`src/rtl/smpf_pkg.sv`:
```
`timescale 1ns / 1ps
`default_nettype none
// ----------------------------------------------------------------------------
// smpf_pkg
// Shared types and constants of the selective median pixel filter.
// ----------------------------------------------------------------------------
package smpf_pkg;

  localparam int unsigned BINS = 256;

  localparam logic [1:0] REG_RADIUS    = 2'd0;
  localparam logic [1:0] REG_THRESHOLD = 2'd1;
  localparam logic [1:0] REG_WIDTH     = 2'd2;

  // controller to datapath
  typedef struct packed {
    logic start_item;   // latch item, write line store
    logic clr_hist;     // clear one bin (addressed by scan counter)
    logic load_win;     // read one window tap into histograms
    logic scan;         // median search step over bins
    logic choose;       // form result from medians
    logic advance;      // move to next column of run
    logic finish;       // update position counters
  } smpf_cmd_t;

  // datapath to controller
  typedef struct packed {
    logic has_run;      // item releases results
    logic clr_done;
    logic win_done;
    logic scan_done;
    logic run_last;     // current column is last of run
  } smpf_sts_t;

endpackage

`default_nettype wire

```
`src/rtl/smpf_ctrl.sv`:
```
`timescale 1ns / 1ps
`default_nettype none
// ----------------------------------------------------------------------------
// smpf_ctrl
// Sequencer: item intake, histogram clear, window fill, median scan, output.
// ----------------------------------------------------------------------------
module smpf_ctrl (
  input  wire logic              clk,
  input  wire logic              rst_n,
  input  wire logic              in_valid,
  output logic                   in_ready,
  output logic                   out_valid,
  input  wire logic              out_ready,
  output smpf_pkg::smpf_cmd_t    cmd,
  input  wire smpf_pkg::smpf_sts_t sts
);

  localparam logic [2:0] S_IDLE = 3'd0;
  localparam logic [2:0] S_DEC  = 3'd1;
  localparam logic [2:0] S_CLR  = 3'd2;
  localparam logic [2:0] S_WIN  = 3'd3;
  localparam logic [2:0] S_SCAN = 3'd4;
  localparam logic [2:0] S_SEL  = 3'd5;
  localparam logic [2:0] S_OUT  = 3'd6;

  logic [2:0] state_r, state_nxt;

  always_ff @(posedge clk) begin
    if (!rst_n) state_r <= S_IDLE;
    else        state_r <= state_nxt;
  end

  always_comb begin
    state_nxt = state_r;
    cmd = '0;
    in_ready = 1'b0;
    out_valid = 1'b0;
    unique case (state_r)
      S_IDLE: begin
        in_ready = 1'b1;
        if (in_valid) begin
          cmd.start_item = 1'b1;
          state_nxt = S_DEC;
        end
      end
      S_DEC: begin
        if (sts.has_run) state_nxt = S_CLR;
        else begin
          cmd.finish = 1'b1;
          state_nxt = S_IDLE;
        end
      end
      S_CLR: begin
        cmd.clr_hist = 1'b1;
        if (sts.clr_done) state_nxt = S_WIN;
      end
      S_WIN: begin
        cmd.load_win = 1'b1;
        if (sts.win_done) state_nxt = S_SCAN;
      end
      S_SCAN: begin
        cmd.scan = 1'b1;
        if (sts.scan_done) state_nxt = S_SEL;
      end
      S_SEL: begin
        cmd.choose = 1'b1;
        state_nxt = S_OUT;
      end
      S_OUT: begin
        out_valid = 1'b1;
        if (out_ready) begin
          if (sts.run_last) begin
            cmd.finish = 1'b1;
            state_nxt = S_IDLE;
          end else begin
            cmd.advance = 1'b1;
            state_nxt = S_CLR;
          end
        end
      end
      default: state_nxt = S_IDLE;
    endcase
  end

endmodule

`default_nettype wire

```
`config.mk`:
```
export PLATFORM = sky130hd
export DESIGN_NAME = smpf_ctrl
export DESIGN_NICKNAME = d
export VERILOG_FILES = /design/src/rtl/smpf_pkg.sv /design/src/rtl/smpf_ctrl.sv
export SDC_FILE = /design/constraint.sdc
export NUM_CORES = 1
export LEC_CHECK = 0
export BUFFER_PORTS_ARGS = -buffer_cell sky130_fd_sc_hd__buf_2
export CAP_MARGIN = 20
export CORE_AREA = 8 8 45 47
export CTS_CLUSTER_DIAMETER = 150
export CTS_CLUSTER_SIZE = 25
export DETAILED_ROUTE_END_ITERATION = 10
export DIE_AREA = 0 0 53 55
export GPL_TIMING_DRIVEN = 0
export SKIP_LAST_GASP = 1
export SLEW_MARGIN = 0
export SYNTH_ARGS = -nofsm -noshare
export SYNTH_HDL_FRONTEND = slang
export SYNTH_SLANG_ARGS = --single-unit
```
`constraint.sdc`:
```
create_clock -name clk -period 3.85 [get_ports clk]
set_clock_uncertainty 0.15 [all_clocks]
set_input_delay 0 -clock clk [delete_from_list [all_inputs] [get_ports clk]]
set_output_delay 0 -clock clk [all_outputs]
set_load 0.03 [all_outputs]
```
==> results of run 1 <==
## worst min-delay path, delay by kind of cell
kind,cells,cell delay [ps]
AOI/OAI and AO/OA,2,260
buffers and inverters,1,90
## power by group through the flow
stage / Clock (mW) / Combinational, mW / Sequential [mW]
6_report: 0.0552 / 0.0583 / 0.0364
5_1_grt: 0.0587 / 0.0635 / 0.0369
4_1_cts: 0.0577 / 0.0588 / 0.0364
3_5_place_dp: 0 / 0.0556 / 0.0370
3_3_place_gp: 0 / 0.0551 / 0.0369
2_1_floorplan: 0 / 0.0396 / 0.0364
## logic make-up after synthesis
| group | after synthesis |
|---|---|
| buffers and inverters | 4 |
| AO/OA/AOI/OAI | 10 |
| multiplexers | 2 |
| flip-flops | 3 |
| AND/OR/NAND/NOR | 16 |
## area by class of cell
cell class | instances | area [um2]
timing repair buffer | 20 | 115
buffer | 3 | 20.0
sequential | 3 | 60.1
inverter | 1 | 3.75
clock buffer | 4 | 26.3
fill | 164 | 910
multi-input combinational | 28 | 229
tap | 16 | 20.0
## how the worst max path moves through the flow
stage | slack [ps] | depth (start not counted) | end | start
3_5_place_dp | 2520 | 4 | cmd[1] | state_r[1]$_SDFFE_PN0P_
6_report | 2010 | 4 | state_r[0]$_SDFFE_PN0P_ | state_r[2]$_SDFFE_PN0P_
3_3_place_gp | 2510 | 3 | state_r[1]$_SDFFE_PN0P_ | state_r[2]$_SDFFE_PN0P_
4_1_cts | 2020 | 4 | state_r[0]$_SDFFE_PN0P_ | state_r[2]$_SDFFE_PN0P_
5_1_grt | 1950 | 4 | state_r[0]$_SDFFE_PN0P_ | state_r[2]$_SDFFE_PN0P_
2_1_floorplan | 2220 | 4 | cmd[0] | state_r[1]$_SDFFE_PN0P_
## repair_timing
item,4_1_cts,5_1_grt
setup endpoints to repair,0,0
hold buffers,3,0
hold endpoints to repair,3,0
buffers inserted,0,0
## through the flow
stage                     hold WS (ps)  instance area (um2)
after floorplan                  -79.6                  313
after global placement             110                  418
after detailed placement           105                  418
after CTS                         14.5                  474
after global routing              43.4                  474
final                             17.2                  474
## layer usage
layer / share of wire, % / GRT usage [%]
met5: 0 / 0
met4: 2.4 / 6.47
met3: 11 / 2.14
met2: 36 / 8.98
met1: 50 / 8.93
## cell usage in the layout (no fill, tap or decap), drive strengths merged
master       count
a211oi           2
a22oi            1
a31o             1
and2             1
and3             1
and3b            1
buf             20
clkbuf           4
dfxtp            3
dlygate4sd3      3
inv              1
mux2             1
mux2i            1
nand2b           1
nand3            1
nor2             2
nor2b            2
nor3             3
nor3b            2
nor4b            2
o21ai            2
o21bai           1
o31a             1
o31ai            2
==> results.json, run 1 <==
{
  "critPathArrivalTime_ps": 1800,
  "num_io_pins": 18,
  "reg2reg_depth": 4,
  "via_count_of_the_first_global_routing_pass": 331,
  "p_per_area_nw_per_um2": 316,
  "yosys_register_bits": 3,
  "critical_path_top_delay_cell": "sky130_fd_sc_hd__dlygate4sd3_1",
  "timing.final.max_slew_violations": 0,
  "hold_start": "sts[4]",
  "gp_congestion": 0.729,
  "biggest_area_contributors_in_the_synthesized_netlist": "sky130_fd_sc_hd__dfxtp_1 (19%), sky130_fd_sc_hd__a211oi_1 (4.8%), sky130_fd_sc_hd__buf_4 (4.8%)",
  "detailedRoute.firstIterationViolations": 7,
  "crit_path_cell_trace": "and3b_4 > nor2b_4 > o31a_1 > dlygate4sd3_1",
  "final_net_count": 69,
  "via_per_inst": 4.83,
  "synth_top_family_by_area": "simple AND/OR/NAND/NOR gates",
  "regMostFlops": "state_r",
  "p_int_uw": 97.6,
  "grt_pass1_wl_um": 1500,
  "htree_num_levels": 1,
  "report.final.setup_viol": 0,
  "totalNegativeSetupSlack_ps": 0,
  "die_height_um": 55,
  "post-route-min-period_ps": 1840,
  "predominant_post_synthesis_flop_cell": "sky130_fd_sc_hd__dfxtp_1",
  "cts.repair.resized": 0,
  "synth_warnings": 0,
  "slew_headroom_pct": 84.1,
  "grt_use_total_pct": 6.98,
  "run_status": "completed",
  "endpoint_kind": "flop",
  "ant_nets": 0,
  "area_of_the_core_um2": 1380,
  "cts-buffers-inserted": 3,
  "grt_start_max_net_pins": 11,
  "max_stage_delay_ps": 550,
  "yosysMostFrequentCell": "sky130_fd_sc_hd__dfxtp_1",
  "post_synth_net_total": 44,
  "postLayoutCoreUtil_pct": 34.3,
  "netlist-cell-type-count": 28,
  "sum_of_overflow_across_all_layers_after_global_routing": 0,
  "design_power_total_uw": 150,
  "setup.worst_path.start_class": "flop",
  "power.switching_fraction_pct": 34.9,
  "synthesis.area_um2": 313,
  "hold_path_end": "state_r[1]$_SDFFE_PN0P_",
  "layout_worst_path_cycle_share_pct": 47.7,
  "final_cells": 75,
  "clock_latency_ps": 230,
  "route.final.wire_length_um": 924,
  "clock_transition_at_the_registers_of_the_reported_paths_ps": 40,
  "synth_mux_area_share_pct": 6.80,
  "insertedDiodeCount": 0,
  "syn_to_final_growth_pct": 51.6,
  "timing.critical_path.max_delay_family": "buffers and inverters",
  "synth_top_area_share_pct": 19.2,
  "synthAdderAreaFrac_pct": 0,
  "reg_top3": "state_r: 3 flops",
  "max-vdd-ir-drop_uv": 69.5,
  "worst-setup-path-type": "reg2reg",
  "worst_ep_required_time_ps": 3820,
  "cts_sinks": 3,
  "setup_repair_after_global_routing_missed_its_margin": "false",
  "design.die.area_um2": 2920,
  "cts_root_buf": "sky130_fd_sc_hd__clkbuf_4",
  "die_width_um": 53,
  "power.switching_uw": 52.3,
  "tritoncts": "yes",
  "portBuffers": 17,
  "final_hold_viol_count": 0,
  "final_critical_path_setup_slack_ps": 2010,
  "combinationalPowerShare_pct": 38.9,
  "placement_rows": 14,
  "reg2reg_setup_slack_ps": 2010,
  "synthesis.instances": 35,
  "synth_compound_area_share_pct": 23.2,
  "drv_cap": 0,
  "clock_network_power_share_pct": 36.9,
  "length_of_the_first_detailed_routing_pass_in_iterations": 4,
  "dpl.hpwl_um": 730,
  "synth.largest_area_cell": "sky130_fd_sc_hd__dfxtp_1",
  "floorplan.initialDensity_pct": 22.6,
  "post_synth_and_or_nand_nor_area_fraction_pct": 43.2,
  "largest_register_ffs": 3,
  "p_leak_nw": 0.211,
  "power.share.sequential_pct": 24.3,
  "syn_avg_cell_area_um2": 8.94,
  "r2r-start": "state_r[2]$_SDFFE_PN0P_",
  "routed_wirelength_normalized_by_instance_count_um": 12.3,
  "vias": 362,
  "drive_gt1_share_pct": 52.5,
  "number_of_cells_on_the_worst_hold_path": 3,
  "min_path_type": "in2reg",
  "synth-async-reset-ratio_pct": 0,
  "dp_slack_ps": 2520,
  "worstMarginPinSlew_ps": 235,
  "post_synth_xor_area_fraction_pct": 0,
  "critical_path.max_fanout": 5,
  "post_synth_edffs": 0,
  "drc": 0,
  "r2r-end": "state_r[0]$_SDFFE_PN0P_",
  "place_inst": 68,
  "crit_buf_inv": 1,
  "timing.fmax_ghz": 0.545,
  "ys_seq_area_share_pct": 19.2,
  "number_of_antenna_violations_at_the_first_check_in_global_routing": 0,
  "cts_buffer_depth": 2
}
(Power assumes the default switching activity.)
==> inputs of run 2 (changes only) <==
- ABC_AREA: unset -> 1
- clock period: 3.85 -> 1.7 ns (I/O delays scaled with it)
==> run 2 against run 1 <==
Against the previous run:
- power increased to 5.7 times the previous value
- area after synthesis is 28% higher
- sequential share of layout area shrank 1.8 points
- highest routed layer is now met3
- combinational power grew to 11 times the previous value
==> results.json, run 2 <==
{
  "run_status": "completed",
  "max-vdd-ir-drop_uv": 504,
  "final_critical_path_setup_slack_ps": 270,
  "synthesis.instances": 59,
  "syn_to_final_growth_pct": 37.1,
  "synth-async-reset-ratio_pct": 0,
  "cts_root_buf": "sky130_fd_sc_hd__clkbuf_4",
  "drive_gt1_share_pct": 49.4,
  "via_per_inst": 4.18,
  "dpl.hpwl_um": 714,
  "critical_path.max_fanout": 9,
  "worstMarginPinSlew_ps": 207,
  "final_net_count": 91,
  "slew_headroom_pct": 86.1,
  "crit_path_cell_trace": "buf_6 > nand2_4 > nor2_8 > nand3_1 > o41ai_2 > buf_2",
  "cts-buffers-inserted": 3,
  "dp_slack_ps": 400,
  "floorplan.initialDensity_pct": 29.0,
  "clock_latency_ps": 230,
  "detailedRoute.firstIterationViolations": 11,
  "tritoncts": "yes",
  "biggest_area_contributors_in_the_synthesized_netlist": "sky130_fd_sc_hd__dfxtp_1 (15%), sky130_fd_sc_hd__nand2_4 (11%), sky130_fd_sc_hd__inv_1 (10%)",
  "p_leak_nw": 0.363,
  "netlist-cell-type-count": 17,
  "regMostFlops": "state_r",
  "most_frequent_cells_in_the_layout": "sky130_fd_sc_hd__buf_2 (17), sky130_fd_sc_hd__inv_1 (11), sky130_fd_sc_hd__nand2_1 (11)",
  "num_io_pins": 18,
  "placement_rows": 14,
  "synth_warnings": 0,
  "via_count_of_the_first_global_routing_pass": 384,
  "worst_ep_required_time_ps": 1550,
  "netlist_top_cells_count": "sky130_fd_sc_hd__inv_1 (11), sky130_fd_sc_hd__nand2_1 (11), sky130_fd_sc_hd__nor2_1 (7)",
  "critical_path_top_delay_cell": "sky130_fd_sc_hd__dfxtp_1",
  "endpoint_kind": "output port",
  "synthesis.area_um2": 402,
  "design.die.area_um2": 2920,
  "cts.repair.resized": 0,
  "timing.fmax_ghz": 0.699,
  "ant_nets": 0,
  "largest_register_ffs": 3,
  "totalNegativeSetupSlack_ps": 0,
  "route.final.wire_length_um": 893,
  "synth_top_area_share_pct": 15.0,
  "worst-setup-path-type": "reg2out",
  "post-route-min-period_ps": 1430,
  "post_synth_edffs": 0,
  "vias": 405,
  "sum_of_overflow_across_all_layers_after_global_routing": 0,
  "predominant_post_synthesis_flop_cell": "sky130_fd_sc_hd__dfxtp_1",
  "drc": 0,
  "setup_repair_after_global_routing_missed_its_margin": "false",
  "critPathArrivalTime_ps": 1280,
  "max_stage_delay_ps": 310,
  "cts_buffer_depth": 2,
  "syn_avg_cell_area_um2": 6.81,
  "clock_transition_at_the_registers_of_the_reported_paths_ps": 40,
  "die_width_um": 53,
  "whs_ps": 111,
  "insertedDiodeCount": 0,
  "design_power_total_uw": 854,
  "min_path_type": "in2reg",
  "length_of_the_first_detailed_routing_pass_in_iterations": 6,
  "portBuffers": 17,
  "routed_wirelength_normalized_by_instance_count_um": 9.21,
  "mostFrequentLayoutCell": "sky130_fd_sc_hd__buf_2",
  "ys_seq_area_share_pct": 15.0,
  "final_hold_viol_count": 0,
  "reg_top3": "state_r: 3 flops",
  "layout_worst_path_cycle_share_pct": 84.1,
  "post_synth_net_total": 68,
  "drv_cap": 0,
  "number_of_antenna_violations_at_the_first_check_in_global_routing": 0,
  "die_height_um": 55,
  "gp_congestion": 0.754,
  "cts_sinks": 3,
  "report.final.setup_viol": 0,
  "htree_num_levels": 1,
  "grt_start_max_net_pins": 10,
  "yosys_register_bits": 3,
  "timing.final.max_slew_violations": 0,
  "postLayoutCoreUtil_pct": 39.8,
  "grt_pass1_wl_um": 1520,
  "setup.worst_path.start_class": "flop",
  "area_of_the_core_um2": 1380,
  "synth.largest_area_cell": "sky130_fd_sc_hd__dfxtp_1",
  "p_per_area_nw_per_um2": 1550,
  "grt_use_total_pct": 6.98
}
## run 2: cell types whose count changed in the layout (fill, tap and decap cells not counted), sizes merged, moves of 5 or more
cell   change
nand2     +17
nor2      +12
nand3      +5
inv       +11
## run 2: through the flow
stage | area, um2 | cells
2_1_floorplan | 409 | 59
3_3_place_gp | 514 | 92
3_5_place_dp | 514 | 92
4_1_cts | 551 | 97
5_1_grt | 551 | 97
6_report | 551 | 97
## run 2: final timing paths
| kind | cells after the start | slack [ps] | start | to |
|---|---|---|---|---|
| worst max-delay path | 6 | 270 | state_r[2]$_SDFFE_PN0P_ | cmd[0] |
| worst min register to register | 3 | 500 | state_r[1]$_SDFFE_PN0P_ | state_r[1]$_SDFFE_PN0P_ |
| worst min-delay path | 7 | 110 | sts[4] | state_r[1]$_SDFFE_PN0P_ |
| worst max register to register | 8 | 420 | state_r[0]$_SDFFE_PN0P_ | state_r[0]$_SDFFE_PN0P_ |
## run 2: cell type report
cell class / instances / area [um2]
tap: 16 / 20.0
buffer: 3 / 33.8
multi-input combinational: 41 / 270
inverter: 12 / 45.0
sequential: 3 / 60.1
timing repair buffer: 18 / 95.1
fill: 155 / 833
clock buffer: 4 / 26.3
## run 2: what timing repair did
| item | in CTS | in global routing |
|---|---|---|
| hold buffers | 1 | 0 |
| buffers inserted | 0 | 0 |
| hold endpoints to repair | 3 | 0 |
## run 2: routing by layer
metal	global-route usage [%]	routed length, um	up-vias
met5	0	0	-
met4	5.17	0	0
met3	1.87	36	0
met2	10.7	429	11
met1	8.17	427	175
li1	-	-	219
## run 2: cells by family after synthesis
| kind of cell | synth area share [%] |
|---|---|
| AOI/OAI and AO/OA | 3.43 |
| buffers and inverters | 19.6 |
| DFF | 15.0 |
| and+or+nand+nor | 62.0 |
## run 2: where the power goes
part | leakage, nW | total, mW | internal, mW | switching [mW]
combinational | 0.323 | 0.624 | 0.214 | 0.410
sequential | 0.0249 | 0.106 | 0.0969 | 0.00958
clock | 0.0150 | 0.123 | 0.0879 | 0.0355
## run 2: worst max-delay path: cells and delay by family, from the launching register on
family | cells | cell delay (ps)
buffers and inverters | 2 | 400
AOI/OAI and AO/OA | 1 | 50
and+or+nand+nor | 3 | 280
DFF | 1 | 310
==> inputs of run 3 (changes only) <==
- clock period: 1.7 -> 1.5 ns (I/O delays scaled with it)
==> run 3 against run 2 <==
Against the previous run:
- sequential share of layout area about the same
- combinational power increased by 14%
- count of clock-buffer cells in the layout unchanged
- sequential cell count unchanged
- highest routed layer unchanged
- hold slack about the same
- largest power group unchanged
- clock power increased by 14%
- routed wire length unchanged
==> results.json, run 3 (synthesis results as in run 2) <==
{
  "drv_cap": 0,
  "setup_repair_after_global_routing_missed_its_margin": "false",
  "worst-setup-path-type": "reg2out",
  "final_hold_viol_count": 0,
  "design_power_total_uw": 972,
  "critPathLaunch": "state_r[0]$_SDFFE_PN0P_",
  "clock_transition_at_the_registers_of_the_reported_paths_ps": 40,
  "die_width_um": 53,
  "max-vdd-ir-drop_uv": 571,
  "ant_nets": 0,
  "post-route-min-period_ps": 1410,
  "dpl.hpwl_um": 714,
  "die_height_um": 55,
  "critical_path_top_delay_cell": "sky130_fd_sc_hd__dfxtp_1",
  "max_stage_delay_ps": 310,
  "layout_worst_path_cycle_share_pct": 93.9,
  "critPathArrivalTime_ps": 1260,
  "critical_path.max_fanout": 9,
  "via_per_inst": 4.18,
  "htree_num_levels": 1,
  "crit_buf_inv": 3,
  "cts_root_buf": "sky130_fd_sc_hd__clkbuf_4",
  "place_inst": 92,
  "design.die.area_um2": 2920,
  "post_cts.repair.setup_buffers": 0,
  "final_critical_path_setup_slack_ps": 92.2,
  "detailed_place.area_um2": 514,
  "vias": 405,
  "placement_rows": 14,
  "totalNegativeSetupSlack_ps": 0,
  "endpoint_kind": "output port",
  "cp_num_cells": 4,
  "timing.final.max_slew_violations": 0,
  "reg_top3": "state_r: 3 flops",
  "largest_register_ffs": 3,
  "via_count_of_the_first_global_routing_pass": 384,
  "cts-buffers-inserted": 3,
  "slew_headroom_pct": 85.0,
  "syn_to_final_growth_pct": 37.7,
  "reg2reg_depth": 8,
  "mostFrequentLayoutCell": "sky130_fd_sc_hd__buf_2",
  "timing.fmax_ghz": 0.710,
  "routed_wirelength_normalized_by_instance_count_um": 9.21,
  "r2r-start": "state_r[0]$_SDFFE_PN0P_",
  "drc": 0,
  "area_of_the_core_um2": 1380,
  "cts_sinks": 3,
  "cts_buffer_depth": 2,
  "drive_gt1_share_pct": 49.4,
  "design_area_um2": 553,
  "length_of_the_first_detailed_routing_pass_in_iterations": 6,
  "final_net_count": 91,
  "dp_slack_ps": 200,
  "whs_ps": 111,
  "tritoncts": "yes",
  "portBuffers": 17,
  "report.final.setup_viol": 0,
  "number_of_cells_on_the_worst_hold_path": 7,
  "postLayoutCoreUtil_pct": 40.0,
  "reg2reg_setup_slack_ps": 220,
  "timing.critical_path.max_delay_family": "buffers and inverters",
  "num_io_pins": 18,
  "min_path_type": "in2reg",
  "number_of_antenna_violations_at_the_first_check_in_global_routing": 0,
  "grt_start_max_net_pins": 10,
  "worst_ep_required_time_ps": 1350,
  "regMostFlops": "state_r",
  "hold_start": "sts[4]",
  "run_status": "completed",
  "route.final.wire_length_um": 893,
  "p_leak_nw": 0.363,
  "p_per_area_nw_per_um2": 1760,
  "sum_of_overflow_across_all_layers_after_global_routing": 0,
  "crit_path_cell_trace": "buf_6 > inv_1 > o41ai_2 > buf_4",
  "most_frequent_cells_in_the_layout": "sky130_fd_sc_hd__buf_2 (16), sky130_fd_sc_hd__inv_1 (11), sky130_fd_sc_hd__nand2_1 (11)",
  "setup.worst_path.start_class": "flop",
  "clock_latency_ps": 230,
  "final_cells": 97,
  "gp_congestion": 0.754,
  "r2r-end": "state_r[0]$_SDFFE_PN0P_",
  "detailedRoute.firstIterationViolations": 11,
  "hold_path_end": "state_r[1]$_SDFFE_PN0P_",
  "insertedDiodeCount": 0,
  "grt_use_total_pct": 6.98,
  "worstMarginPinSlew_ps": 223,
  "grt_pass1_wl_um": 1520,
  "floorplan.initialDensity_pct": 29.0
}
-- run 3: cell counts in the layout (fill, tap and decap cells not counted) --
No cell type changed its count.
-- run 3: area by class of cell --
class / instances / area (um2)
multi-input combinational: 41 / 270
sequential: 3 / 60.1
clock buffer: 4 / 26.3
buffer: 3 / 33.8
fill: 155 / 831
tap: 16 / 20.0
inverter: 12 / 45.0
timing repair buffer: 18 / 97.6
-- run 3: worst min-delay path: stages --
cell                      delay [ps]
sky130_fd_sc_hd__buf_2           100
sky130_fd_sc_hd__nand4_1          90
sky130_fd_sc_hd__nand2_1          60
sky130_fd_sc_hd__nor2_1           40
sky130_fd_sc_hd__nand2_1          50
sky130_fd_sc_hd__nand2_1          50
sky130_fd_sc_hd__nor2_2           70
-- run 3: per-layer routing --
metal / share of wire [%] / GRT usage, % / up-vias
met3: 4.0 / 1.87 / 0
met5: 0 / 0 / -
met2: 48 / 10.7 / 11
met1: 48 / 8.17 / 175
met4: 0 / 5.17 / 0
li1: - / - / 219
-- run 3: timing repair --
| item | CTS | global route |
|---|---|---|
| endpoints found under the setup margin | 0 | 1 |
| endpoints found under the hold margin | 3 | 0 |
| resized for setup | 0 | 2 |
| hold buffers | 1 | 0 |
-- run 3: how the worst max path moves through the flow --
stage	end
2_1_floorplan	cmd[0]
3_3_place_gp	state_r[1]$_SDFFE_PN0P_
3_5_place_dp	state_r[1]$_SDFFE_PN0P_
4_1_cts	cmd[0]
5_1_grt	cmd[0]
6_report	cmd[0]
-- run 3: power breakdown --
group	total (mW)	switching, mW	internal [mW]
registers	0.121	0.0109	0.110
logic	0.711	0.465	0.246
clock network	0.140	0.0402	0.0996
